File: src/qhi_pkg.sv
// ----------------------------------------------------------------------------
// qhi_pkg
// Types, constants and the FNV-1a fold shared by the ingest block.
// ----------------------------------------------------------------------------
package qhi_pkg;

  localparam int SAMPLE_W = 32;
  localparam int LEN_W    = 17;
  localparam int CAP_W    = 17;
  localparam int BUDGET_W = 16;
  localparam int ENERGY_W = 32;
  localparam int HASH_W   = 64;
  localparam int CFG_W    = 17;
  localparam int PROD_W   = 38;
  localparam int RND_W    = 39;

  localparam int HASH_STEPS = 4;
  localparam int STEP_W     = 2;

  localparam logic [HASH_W-1:0]   FNV_BASIS    = 64'hCBF2_9CE4_8422_2325;
  localparam logic [HASH_W-1:0]   FNV_PRIME_LO = 64'h0000_0000_0000_01B3;
  localparam logic [CAP_W-1:0]    CAP_RESET    = 17'd12504;
  localparam logic [BUDGET_W-1:0] BUDGET_RESET = 16'd3100;
  localparam logic [ENERGY_W-1:0] ENERGY_RESET = 32'd180;
  localparam logic [PROD_W-1:0]   SCALE        = 38'd10000;
  localparam logic [7:0]          EXP_UNITY    = 8'd150;
  localparam logic [7:0]          EXP_SPECIAL  = 8'hFF;

  localparam logic CFG_CAPACITY = 1'b0;
  localparam logic CFG_BUDGET   = 1'b1;

  localparam logic [1:0] STATUS_OK          = 2'd0;
  localparam logic [1:0] STATUS_OVER_BUDGET = 2'd1;
  localparam logic [1:0] STATUS_REJECT      = 2'd2;

  typedef enum logic [2:0] {
    ST_IDLE,
    ST_START,
    ST_HASH,
    ST_ELEM_END,
    ST_EMIT
  } qhi_state_t;

  typedef struct packed {
    logic accept;
    logic start;
    logic hash_step;
    logic finish;
    logic emit;
  } qhi_cmd_t;

  typedef struct packed {
    logic zero_len;
    logic reject;
    logic hash_last;
    logic more;
    logic out_free;
  } qhi_sts_t;

  // one FNV-1a byte fold: prime is 2^40 + 0x1B3
  function automatic logic [HASH_W-1:0] fnv_fold(input logic [HASH_W-1:0] h,
                                                 input logic [7:0] b);
    logic [HASH_W-1:0] x;
    x = h ^ {56'd0, b};
    return (x << 40) + (x * FNV_PRIME_LO);
  endfunction

endpackage

File: src/qhi_ctrl.sv
// ----------------------------------------------------------------------------
// qhi_ctrl
// Sequencer: start check, hash fold steps, element end, result hand-off.
// ----------------------------------------------------------------------------
module qhi_ctrl import qhi_pkg::*; (
  input  logic     clk,
  input  logic     rst_n,
  input  logic     in_valid,
  output logic     in_stall,
  input  qhi_sts_t sts,
  output qhi_cmd_t cmd
);

  qhi_state_t state_r;
  qhi_state_t state_nxt;

  always_ff @(posedge clk) begin
    if (!rst_n) begin
      state_r <= ST_IDLE;
    end else begin
      state_r <= state_nxt;
    end
  end

  always_comb begin
    state_nxt = state_r;
    unique case (state_r)
      ST_IDLE: begin
        if (in_valid) state_nxt = ST_START;
      end
      ST_START: begin
        if (sts.zero_len) state_nxt = ST_EMIT;
        else if (sts.reject) state_nxt = ST_ELEM_END;
        else state_nxt = ST_HASH;
      end
      ST_HASH: begin
        if (sts.hash_last) state_nxt = ST_ELEM_END;
      end
      ST_ELEM_END: begin
        state_nxt = sts.more ? ST_IDLE : ST_EMIT;
      end
      ST_EMIT: begin
        if (sts.out_free) state_nxt = ST_IDLE;
      end
      default: state_nxt = ST_IDLE;
    endcase
  end

  // hold the input off outside idle and while reset is asserted; decode the state into commands
  always_comb begin
    cmd = '0;
    in_stall = 1'b1;
    unique case (state_r)
      ST_IDLE: begin
        in_stall   = !rst_n;
        cmd.accept = in_valid && rst_n;
      end
      ST_START:    cmd.start     = 1'b1;
      ST_HASH:     cmd.hash_step = 1'b1;
      ST_ELEM_END: cmd.finish    = 1'b1;
      ST_EMIT:     cmd.emit      = sts.out_free;
      default:     cmd = '0;
    endcase
  end

endmodule

File: src/qhi_datapath.sv
// ----------------------------------------------------------------------------
// qhi_datapath
// Config registers, scaling pipe, FNV-1a fold unit, ingest state, output word.
// ----------------------------------------------------------------------------
module qhi_datapath import qhi_pkg::*; (
  input  logic                clk,
  input  logic                rst_n,
  input  logic                cfg_we,
  input  logic                cfg_index,
  input  logic [CFG_W-1:0]    cfg_wdata,
  input  logic [SAMPLE_W-1:0] in_sample_bits,
  input  logic [LEN_W-1:0]    in_vector_length,
  input  logic                out_stall,
  output logic                out_valid,
  output logic [1:0]          out_status,
  output logic [HASH_W-1:0]   out_root_hash,
  output logic [LEN_W-1:0]    out_stored_total,
  input  qhi_cmd_t            cmd,
  output qhi_sts_t            sts
);

  logic [CAP_W-1:0]    cap_r;
  logic [BUDGET_W-1:0] budget_r;
  logic [SAMPLE_W-1:0] sample_r;
  logic [LEN_W-1:0]    len_r;
  logic [LEN_W-1:0]    stored_r;
  logic [HASH_W-1:0]   hash_r;
  logic [ENERGY_W-1:0] energy_r;
  logic [LEN_W-1:0]    pos_r;
  logic                rejected_r;
  logic [LEN_W-1:0]    cur_len_r;
  logic [1:0]          res_status_r;
  logic [STEP_W-1:0]   step_r;
  logic [PROD_W-1:0]   prod_r;
  logic [RND_W-1:0]    rnd_r;
  logic [31:0]         scaled_r;
  logic                out_valid_r;
  logic [1:0]          out_status_r;
  logic [HASH_W-1:0]   out_hash_r;
  logic [LEN_W-1:0]    out_stored_r;

  logic [PROD_W-1:0]   prod_nxt;
  logic [RND_W-1:0]    rnd_nxt;
  logic [31:0]         scaled_nxt;
  logic [HASH_W-1:0]   hash_nxt;
  logic [ENERGY_W-1:0] energy_nxt;
  logic [1:0]          final_status;
  logic [7:0]          exp_bits;
  logic [23:0]         signif;
  logic [24:0]         q_rnd;
  logic                rnd_up;
  logic [7:0]          shamt;
  logic [RND_W-1:0]    shifted;
  logic [ENERGY_W:0]   energy_sum;
  logic                first;
  logic                over_cap;
  logic [15:0]         rec_idx;
  logic [31:0]         mag;
  logic [7:0]          b0, b1, b2;

  assign exp_bits = sample_r[30:23];
  assign signif   = {exp_bits != 8'd0, sample_r[22:0]};
  assign prod_nxt = PROD_W'(signif) * SCALE;

  // round product to 24 significant bits, nearest even
  always_comb begin
    if (prod_r[37]) begin
      rnd_up  = prod_r[13] && ((|prod_r[12:0]) || prod_r[14]);
      q_rnd   = {1'b0, prod_r[37:14]} + 25'(rnd_up);
      rnd_nxt = {q_rnd, 14'd0};
    end else begin
      rnd_up  = prod_r[12] && ((|prod_r[11:0]) || prod_r[13]);
      q_rnd   = {1'b0, prod_r[36:13]} + 25'(rnd_up);
      rnd_nxt = {1'b0, q_rnd, 13'd0};
    end
  end

  // scale back by the exponent, saturating large values and flushing small ones to zero
  always_comb begin
    shamt      = EXP_UNITY - exp_bits;
    shifted    = rnd_r >> shamt[5:0];
    scaled_nxt = shifted[31:0];
    if (exp_bits == EXP_SPECIAL || exp_bits >= EXP_UNITY) begin
      scaled_nxt = '1;
    end else if (exp_bits == 8'd0 || shamt >= 8'(RND_W)) begin
      scaled_nxt = '0;
    end else if (|shifted[RND_W-1:32]) begin
      scaled_nxt = '1;
    end
  end

  assign rec_idx = stored_r[15:0] + pos_r[15:0];
  assign mag     = {1'b0, sample_r[30:0]};

  always_comb begin
    case (step_r)
      2'd0:    {b2, b1, b0} = {8'd0, rec_idx[15:8], rec_idx[7:0]};
      2'd1:    {b2, b1, b0} = {mag[15:8], mag[7:0], 8'd0};
      2'd2:    {b2, b1, b0} = {scaled_r[7:0], mag[31:24], mag[23:16]};
      default: {b2, b1, b0} = {scaled_r[31:24], scaled_r[23:16], scaled_r[15:8]};
    endcase
    hash_nxt = fnv_fold(fnv_fold(fnv_fold(hash_r, b0), b1), b2);
  end

  assign first    = pos_r == '0;
  assign over_cap = ({1'b0, stored_r} + {1'b0, len_r}) > {1'b0, cap_r};

  assign energy_sum   = {1'b0, energy_r} + (ENERGY_W + 1)'({cur_len_r, 1'b0});
  assign energy_nxt   = energy_sum[ENERGY_W] ? '1 : energy_sum[ENERGY_W-1:0];
  assign final_status = (energy_nxt <= ENERGY_W'(budget_r)) ? STATUS_OK : STATUS_OVER_BUDGET;

  assign sts.zero_len  = first && (len_r == '0);
  assign sts.reject    = first ? over_cap : rejected_r;
  assign sts.hash_last = step_r == STEP_W'(HASH_STEPS - 1);
  assign sts.more      = ({1'b0, pos_r} + (LEN_W + 1)'(1)) < {1'b0, cur_len_r};
  assign sts.out_free  = !out_valid_r || !out_stall;

  always_ff @(posedge clk) begin
    if (!rst_n) begin
      cap_r    <= CAP_RESET;
      budget_r <= BUDGET_RESET;
    end else if (cfg_we) begin
      unique case (cfg_index)
        CFG_CAPACITY: cap_r    <= cfg_wdata[CAP_W-1:0];
        CFG_BUDGET:   budget_r <= cfg_wdata[BUDGET_W-1:0];
        default:      cap_r    <= cap_r;
      endcase
    end
  end

  always_ff @(posedge clk) begin
    prod_r   <= prod_nxt;
    rnd_r    <= rnd_nxt;
    scaled_r <= scaled_nxt;
    if (cmd.accept) begin
      sample_r <= in_sample_bits;
      len_r    <= in_vector_length;
    end
    if (cmd.start && sts.zero_len) res_status_r <= STATUS_REJECT;
    if (cmd.finish && !sts.more) res_status_r <= rejected_r ? STATUS_REJECT : final_status;
    if (cmd.emit) begin
      out_status_r <= res_status_r;
      out_hash_r   <= hash_r;
      out_stored_r <= stored_r;
    end
  end

  always_ff @(posedge clk) begin
    if (!rst_n) begin
      stored_r    <= '0;
      hash_r      <= FNV_BASIS;
      energy_r    <= ENERGY_RESET;
      pos_r       <= '0;
      rejected_r  <= 1'b0;
      cur_len_r   <= '0;
      step_r      <= '0;
      out_valid_r <= 1'b0;
    end else begin
      if (cmd.start) begin
        step_r <= '0;
        if (first && len_r != '0) begin
          cur_len_r  <= len_r;
          rejected_r <= over_cap;
        end
      end
      if (cmd.hash_step) begin
        hash_r <= hash_nxt;
        step_r <= step_r + STEP_W'(1);
      end
      if (cmd.finish) begin
        if (sts.more) begin
          pos_r <= pos_r + LEN_W'(1);
        end else begin
          pos_r      <= '0;
          rejected_r <= 1'b0;
          if (!rejected_r) begin
            energy_r <= energy_nxt;
            stored_r <= stored_r + cur_len_r;
          end
        end
      end
      if (cmd.emit) out_valid_r <= 1'b1;
      else if (!out_stall) out_valid_r <= 1'b0;
    end
  end

  assign out_valid        = out_valid_r;
  assign out_status       = out_status_r;
  assign out_root_hash    = out_hash_r;
  assign out_stored_total = out_stored_r;

endmodule

File: src/quantize_and_hash_ingest.sv
// Sequence: a hashed element passes the start, hash and element-end states before the
//   next accept; a rejected element skips hash, and a zero-length word goes to emit.
// The last element of a vector then waits in emit for a free output and registers its word.
// Throughput is set by the fold unit: three FNV-1a byte folds per cycle, 12 bytes per record.
// Reset: synchronous, active low; hash to the FNV basis, counts to zero,
//   energy to 180 units, capacity 12504 and budget 3100.
// ----------------------------------------------------------------------------
// quantize_and_hash_ingest
// Capacity-checked vector ingest folding quantized records into an FNV-1a hash.
// ----------------------------------------------------------------------------
module quantize_and_hash_ingest import qhi_pkg::*; (
  input  logic                clk,
  input  logic                rst_n,
  input  logic                cfg_we,
  input  logic                cfg_index,
  input  logic [CFG_W-1:0]    cfg_wdata,
  input  logic                in_valid,
  output logic                in_stall,
  input  logic [SAMPLE_W-1:0] in_sample_bits,
  input  logic [LEN_W-1:0]    in_vector_length,
  output logic                out_valid,
  input  logic                out_stall,
  output logic [1:0]          out_status,
  output logic [HASH_W-1:0]   out_root_hash,
  output logic [LEN_W-1:0]    out_stored_total
);

  qhi_cmd_t cmd;
  qhi_sts_t sts;

  qhi_ctrl u_ctrl (
    .clk      (clk),
    .rst_n    (rst_n),
    .in_valid (in_valid),
    .in_stall (in_stall),
    .sts      (sts),
    .cmd      (cmd)
  );

  qhi_datapath u_datapath (
    .clk              (clk),
    .rst_n            (rst_n),
    .cfg_we           (cfg_we),
    .cfg_index        (cfg_index),
    .cfg_wdata        (cfg_wdata),
    .in_sample_bits   (in_sample_bits),
    .in_vector_length (in_vector_length),
    .out_stall        (out_stall),
    .out_valid        (out_valid),
    .out_status       (out_status),
    .out_root_hash    (out_root_hash),
    .out_stored_total (out_stored_total),
    .cmd              (cmd),
    .sts              (sts)
  );

endmodule

File: config.mk
export PLATFORM = sky130hd
export DESIGN_NAME = quantize_and_hash_ingest
export DESIGN_NICKNAME = d
export VERILOG_FILES = /design/src/qhi_pkg.sv /design/src/qhi_ctrl.sv /design/src/qhi_datapath.sv /design/src/quantize_and_hash_ingest.sv
export SDC_FILE = /design/constraint.sdc
export NUM_CORES = 2
export LEC_CHECK = 0
export BUFFER_PORTS_ARGS = -buffer_cell sky130_fd_sc_hd__buf_2
export CORE_MARGIN = 8
export CORE_UTILIZATION = 30
export DETAILED_ROUTE_END_ITERATION = 8
export SLEW_MARGIN = 5
export SYNTH_ARGS = -nofsm -noshare
export SYNTH_HDL_FRONTEND = slang
export SYNTH_HIERARCHICAL = 1
export SYNTH_SLANG_ARGS = --single-unit
export TNS_END_PERCENT = 10
File: constraint.sdc
create_clock -name clk -period 18.5 [get_ports clk]
set_clock_uncertainty 0.15 [all_clocks]
set_input_delay 0 -clock clk [delete_from_list [all_inputs] [get_ports clk]]
set_output_delay 0 -clock clk [all_outputs]
set_load 0.05 [all_outputs]
Word level (Yosys, flattened, before mapping)
Cells that the tools add are included.

Flip-flop bits (word level): 425. Input port bits: 72. Output and inout bits: 85. Logic and storage cells: 130.

Add/sub/neg operators: 13. $mul: 4. Magnitude comparators: 5. Equal/unequal tests: 12. Shift operators: 1. Multiplexer cells: 34. Bitwise logic cells: 6. Reductions and logical operators: 33.

Operators with widths (number): adder 64 bit (3); multiplier 64 x 9 -> 64 bit, second input constant (3); XOR 64 x 8 -> 64 bit (3); 2-to-1 mux 32 bit (3); one-hot mux 8 bit (3 select lines) (3); adder 24 x 1 -> 25 bit (2); >> shifter 39 x 6 -> 39 bit (1); 2-to-1 mux 38 bit (1); logical NOT 17 bit (2); multiplier 24 x 10 -> 34 bit, second input constant (1); adder 32 x 18 -> 33 bit (1); <= comparator 32 x 16 -> 1 bit (1); adder 17 x 1 -> 18 bit, second input constant (1); adder 17 x 17 -> 18 bit (1); greater-than comparator 18 x 17 -> 1 bit (1); less-than comparator 18 x 17 -> 1 bit (1); adder 17 x 1 -> 17 bit, second input constant (1); adder 17 bit (1); 2-to-1 mux 17 bit (1); nonzero test 17 bit (1); adder 16 bit (1); 2-to-1 mux 1 bit (15); 2-to-1 mux 3 bit (5); one-hot mux 3 bit (5 select lines) (1); other kinds (27) (54).

Logic depth before layout (Yosys ltp)
Depth after elaboration: 11. Mapped depth: 77. Gate-level depth less buffers: 76.

By module
The synthesis kept the hierarchy.

Modules (own cells, without submodules): qhi_datapath (instances 1, cells an instance 5949, area each 56215.2 um^2); qhi_ctrl (instances 1, cells an instance 24, area each 207.7 um^2).

Least setup slack after synthesis
Ideal clock, no wire load.

Path kind: register to register. Start: reg u_datapath.stored_r[1]. End: reg u_datapath.hash_r[62]. Setup time: 136 ps. Arrival: 15757 ps. Data required time: 18214 ps. Path slack: 2457 ps. Cell stages (with the launch flop): 74. Path through: dfxtp_1 -> ha_1 -> a21o_1 -> a21oi_1 -> o21bai_1 -> a21oi_1 -> o21bai_1 -> a21oi_1 -> xnor2_1 -> a221oi_1 -> a21oi_1 -> xor2_1 -> ha_1 -> inv_1 -> fa_1 -> inv_1 -> fa_1 -> fa_1 -> [... 38 more ...] -> inv_1 -> fa_1 -> fa_1 -> ha_1 -> a21oi_1 -> o21ai_0 -> a21o_1 -> a21o_1 -> a21oi_1 -> o21bai_1 -> nand3_1 -> a21oi_1 -> o21ai_0 -> a21oi_1 -> a211o_1 -> a21oi_1 -> xor2_1 -> a31oi_1.

Word-level cells in the longest chain between the ends: 11. Elaborated cells between the ends (all ways): 12. Those cells by class: add/sub (4); mul (3); mux (2); bitwise (3).

Ends and longest elaborated chain: start: declaration (RTL line qhi_datapath.sv:26) `logic [LEN_W-1:0] stored_r;`; start signal: assignment (RTL line qhi_datapath.sv:178) `stored_r <= stored_r + cur_len_r;`; adder 16 bit * (RTL line qhi_datapath.sv:92) `assign rec_idx = stored_r[15:0] + pos_r[15:0];`; one-hot mux 8 bit (3 select lines) (RTL line qhi_datapath.sv:96) `case (step_r)`; XOR 64 x 8 -> 64 bit (RTL line qhi_pkg.sv:64) `x = h ^ {56'd0, b};`; multiplier 64 x 9 -> 64 bit (RTL line qhi_pkg.sv:65) `return (x << 40) + (x * FNV_PRIME_LO);`; adder 64 bit (RTL line qhi_pkg.sv:65); XOR 64 x 8 -> 64 bit * (RTL line qhi_pkg.sv:64); multiplier 64 x 9 -> 64 bit (RTL line qhi_pkg.sv:65); adder 64 bit * (RTL line qhi_pkg.sv:65); XOR 64 x 8 -> 64 bit * (RTL line qhi_pkg.sv:64); multiplier 64 x 9 -> 64 bit (RTL line qhi_pkg.sv:65); adder 64 bit * (RTL line qhi_pkg.sv:65); end signal: assignment (RTL line qhi_datapath.sv:167) `hash_r <= hash_nxt;`; end: declaration (RTL line qhi_datapath.sv:27) `logic [HASH_W-1:0] hash_r;`.

Every way passes the cells marked *; elsewhere a longest branch is shown, timed or not. A chain may end at the register's enable or synchronous reset.

Worst setup path after layout
Start: reg u_datapath.pos_r[1]. End: reg u_datapath.hash_r[63].

Word-level cells in the longest chain between the ends: 11. Elaborated cells between the ends (all ways): 12. Those cells by class: add/sub (4); mul (3); mux (2); bitwise (3).

Ends and longest elaborated chain: start: declaration (RTL line qhi_datapath.sv:29) `logic [LEN_W-1:0] pos_r;`; start signal: assignment (RTL line qhi_datapath.sv:172) `pos_r <= pos_r + LEN_W'(1);`; adder 16 bit * (RTL line qhi_datapath.sv:92); one-hot mux 8 bit (3 select lines) (RTL line qhi_datapath.sv:96); XOR 64 x 8 -> 64 bit (RTL line qhi_pkg.sv:64); multiplier 64 x 9 -> 64 bit (RTL line qhi_pkg.sv:65); adder 64 bit (RTL line qhi_pkg.sv:65); XOR 64 x 8 -> 64 bit * (RTL line qhi_pkg.sv:64); multiplier 64 x 9 -> 64 bit (RTL line qhi_pkg.sv:65); adder 64 bit * (RTL line qhi_pkg.sv:65); XOR 64 x 8 -> 64 bit * (RTL line qhi_pkg.sv:64); multiplier 64 x 9 -> 64 bit (RTL line qhi_pkg.sv:65); adder 64 bit * (RTL line qhi_pkg.sv:65).

Marks and branches as above.

==> run_results.csv <==
group,metric,value,unit
status,run_status,"complete, no violations",
sta,report.final.hold_viol_count,0,
cells_and_area,design.final.nets,7874,
clocking,cts.sink_count,412,
clocking,tritoncts,"built",
setup_path,most_frequent_cp_cell,"sky130_fd_sc_hd__fa_1",
floorplan,core_area,187000,um2
sta,hold_slack,0.0653,ns
setup_path,element_type_at_the_critical_path_start,"flip-flop",
sta,timing.max_slew.rel_slack,23.5,%
sta,timing.final.setup_violations,0,
cells_and_area,final_cells,8809,
synthesis,synth_fp_nets,7575,
floorplan,rows,159,
synthesis,yosys-top-cells-area,"sky130_fd_sc_hd__fa_1 28%, sky130_fd_sc_hd__ha_1 16%, sky130_fd_sc_hd__dfxtp_1 9.9%",
synthesis,ys_dominant_reg_cell,"sky130_fd_sc_hd__dfxtp_1",
drt,met2_wirelength,77700,um
drt,vias,42500,
floorplan,die_area,202000,um2
global_route,global_route.overflow_total,0,
synthesis,yosys_warnings,6,
cells_and_area,multi_input_area,41700,um2
setup_path,required,18.79,ns
drt,met3WireLength,8580,um
setup_path,cp_slowest_cell,"sky130_fd_sc_hd__fa_1",
sta,timing_max_transition_violations_final,0,
synthesis,synth-seq-area-share,17.0,%
setup_path,critPathBufInv,11,
global_route,antenna_found_initial,2,
drt,initialDrtViolationCount,2552,
drt,dr.pass1.iters,6,
drt,routedLengthMet1,73800,um
setup_path,slowest_delay,0.56,ns
clocking,master_cell_of_the_clock_root_buffer,"sky130_fd_sc_hd__clkbuf_16",
drt,viasPerCell,4.82,
cells_and_area,layout.area.seq,9580,um2
floorplan,die-width,450,um
global_route,grt_use_total,16.0,%
synthesis,syn-cell-area,56400,um2
min_path,worstHoldPathType,"in -> reg",
placement,post-place-cells,8584,
run,cap_violations,0,
drt,top_layer_used_by_detailed_routing,"met4",
cells_and_area,final.fill_count,19200,
placement,io_buffer_count,155,
drt,antenna_violating_nets_post_route,0,
sta,tightest_slew,1.14,ns
setup_path,path_max_fanout,8,
drt,drcViolationCount,0,
sta,timing.final.crit_period,17.70,ns
floorplan,pin_count,157,
synthesis,post_synthesis_instance_total,5973,
synthesis,ys_seq_elements,412,
setup_path,path_delay_family,"adder cells",
global_route,global_route_wire_length_before_repair,257000,um
cells_and_area,drive_gt1_share,6.84,%
cells_and_area,flow.area_growth_from_synthesis,13.0,%
sta,clock.fmax,56.5,MHz
synthesis,syn_avg_cell_area,9.45,um2
drt,routedWlPerCell,18.8,um
global_route,grt_pass1_vias,43700,
synthesis,synth_edf_count,133,
floorplan,initial_util,30.1,%
clocking,worst_skew_late_latency,0.61,ns
clocking,ctsHtreeMaxLevel,2,
drt,routed_wirelength,166000,um
synthesis,yosysTopAreaCell,"sky130_fd_sc_hd__fa_1",
placement,final_estimated_routing_congestion_in_global_placement,0.911,
floorplan,chipHeight,450,um
global_route,grt_start_max_net_pins,76,
setup_path,worst-setup-path-type,"reg -> reg",
clocking,maximum_buffer_depth_of_the_clock_tree,3,
setup_path,critPathCaptureType,"flip-flop",
sta,min_period_over_period,95.7,%
clocking,clk_pin_slew_worst_paths,0.06,ns
synthesis,async_flop_share,0,%
clocking,cts_buffers,48,
synthesis,synth_top_cell_area_share,27.9,%
setup_path,critical_path_arrival,17.99,ns
placement,hpwlAfterDp,140000,um
synthesis,post_synth_num_cell_types,98,
[cells by family after synthesis]
logic type                 after synthesis  share of synthesized area [%]
buffers and inverters                 1422                           9.47
muxes                                  101                           2.20
and+or+nand+nor                       1043                           8.70
xor gates and xnor gates               372                           5.80
DFF                                    412                           17.0
adders and majority gates             1530                           44.4
AOI/OAI and AO/OA                     1093                           12.5
[layer usage]
layer	vias up	track usage (%)
li1	20100	-
met1	21100	21.5
met2	1006	26.7
met3	213	2.32
met4	0	4.59
met5	-	0
[final timing paths]
| kind | slack [ns] | to | from | depth (start not counted) |
|---|---|---|---|---|
| worst max-delay path | 0.80 | u_datapath/hash_r[63] | u_datapath/pos_r[1] | 73 |
| worst min-delay path | 0.07 | u_datapath/cap_r[3] | cfg_wdata[3] | 4 |
| worst max register to register | 0.80 | u_datapath/hash_r[63] | u_datapath/pos_r[1] | 73 |
| worst min register to register | 0.30 | u_datapath/rnd_r[21] | u_datapath/prod_r[21] | 1 |
[what timing repair did]
action | CTS | global route
setup buffers | 0 | 3
gates resized for setup | 0 | 39
hold endpoints to repair | 128 | 0
hold buffers | 130 | 0
setup endpoints to repair | 0 | 18
[synthesized netlist by cell type (77+ instances only)]
library cell	instances
sky130_fd_sc_hd__a21o_1	155
sky130_fd_sc_hd__a21oi_1	373
sky130_fd_sc_hd__clkbuf_1	108
sky130_fd_sc_hd__dfxtp_1	279
sky130_fd_sc_hd__edfxtp_1	133
sky130_fd_sc_hd__fa_1	787
sky130_fd_sc_hd__ha_1	743
sky130_fd_sc_hd__inv_1	1301
sky130_fd_sc_hd__mux2i_1	77
sky130_fd_sc_hd__nand2_1	339
sky130_fd_sc_hd__nand3_1	80
sky130_fd_sc_hd__nor2_1	302
sky130_fd_sc_hd__o21ai_0	204
sky130_fd_sc_hd__xnor2_1	254
sky130_fd_sc_hd__xor2_1	117
[worst register-to-register path, delay by kind of cell, from the launching register on]
kind	cells	cell delay, ns
AOI/OAI and AO/OA	32	6.16
xor gates and xnor gates	5	0.96
adders and majority gates	19	8.30
buffers and inverters	11	0.88
DFF	1	0.42
and+or+nand+nor	6	0.69
[final cells by class]
cell class                      count  area share (%)
Clock buffer                       65            2.20
Clock inverter                     25           0.479
Antenna cell                        2         0.00785
Multi-Input combinational cell   4139            65.5
Sequential cell                   412            15.0
Timing Repair Buffer              368            4.24
Inverter                         1303            7.68
Tap cell                         2495            4.90
[sequential cells by signal, summed over array words and instances, names as in the netlist]
name / cells
u_ctrl/state_r: 3
u_datapath/budget_r: 16
u_datapath/cap_r: 17
u_datapath/cur_len_r: 17
u_datapath/energy_r: 32
u_datapath/hash_r: 64
u_datapath/len_r: 17
u_datapath/out_root_hash: 64
u_datapath/out_status: 2
u_datapath/out_stored_total: 17
u_datapath/out_valid: 1
u_datapath/pos_r: 17
u_datapath/prod_r: 34
u_datapath/rejected_r: 1
u_datapath/res_status_r: 2
u_datapath/rnd_r: 26
u_datapath/sample_r: 31
u_datapath/scaled_r: 32
u_datapath/step_r: 2
u_datapath/stored_r: 17
[cell usage in the layout (no fill, tap or decap), types with 133 or more instances in the layout]
cell                       netlist  routed
sky130_fd_sc_hd__a21oi_1       373     364
sky130_fd_sc_hd__buf_2           2     155
sky130_fd_sc_hd__nor2_1        302     301
sky130_fd_sc_hd__o21ai_0       204     202
sky130_fd_sc_hd__inv_1        1301    1301
sky130_fd_sc_hd__ha_1          743     737
sky130_fd_sc_hd__dfxtp_1       279     278
sky130_fd_sc_hd__edfxtp_1      133     133
sky130_fd_sc_hd__nand2_1       339     339
sky130_fd_sc_hd__a21o_1        155     155
sky130_fd_sc_hd__fa_1          787     787
sky130_fd_sc_hd__xnor2_1       254     244
[stage by stage]
step	setup slack [ns]	setup TNS [ns]	utilization, %	cell area, um2
after floorplan	2.46	0	-	56400
after global placement	0.564	0	32.3	60500
after detailed placement	0.406	0	32.3	60500
after CTS	0.322	0	33.9	63500
after global routing	-0.0296	-0.0345	34.0	63700
final	0.803	0	34.0	63700
Power is not shown: default switching activity piles up to over one toggle a cycle in this logic, so the estimate is an artifact.
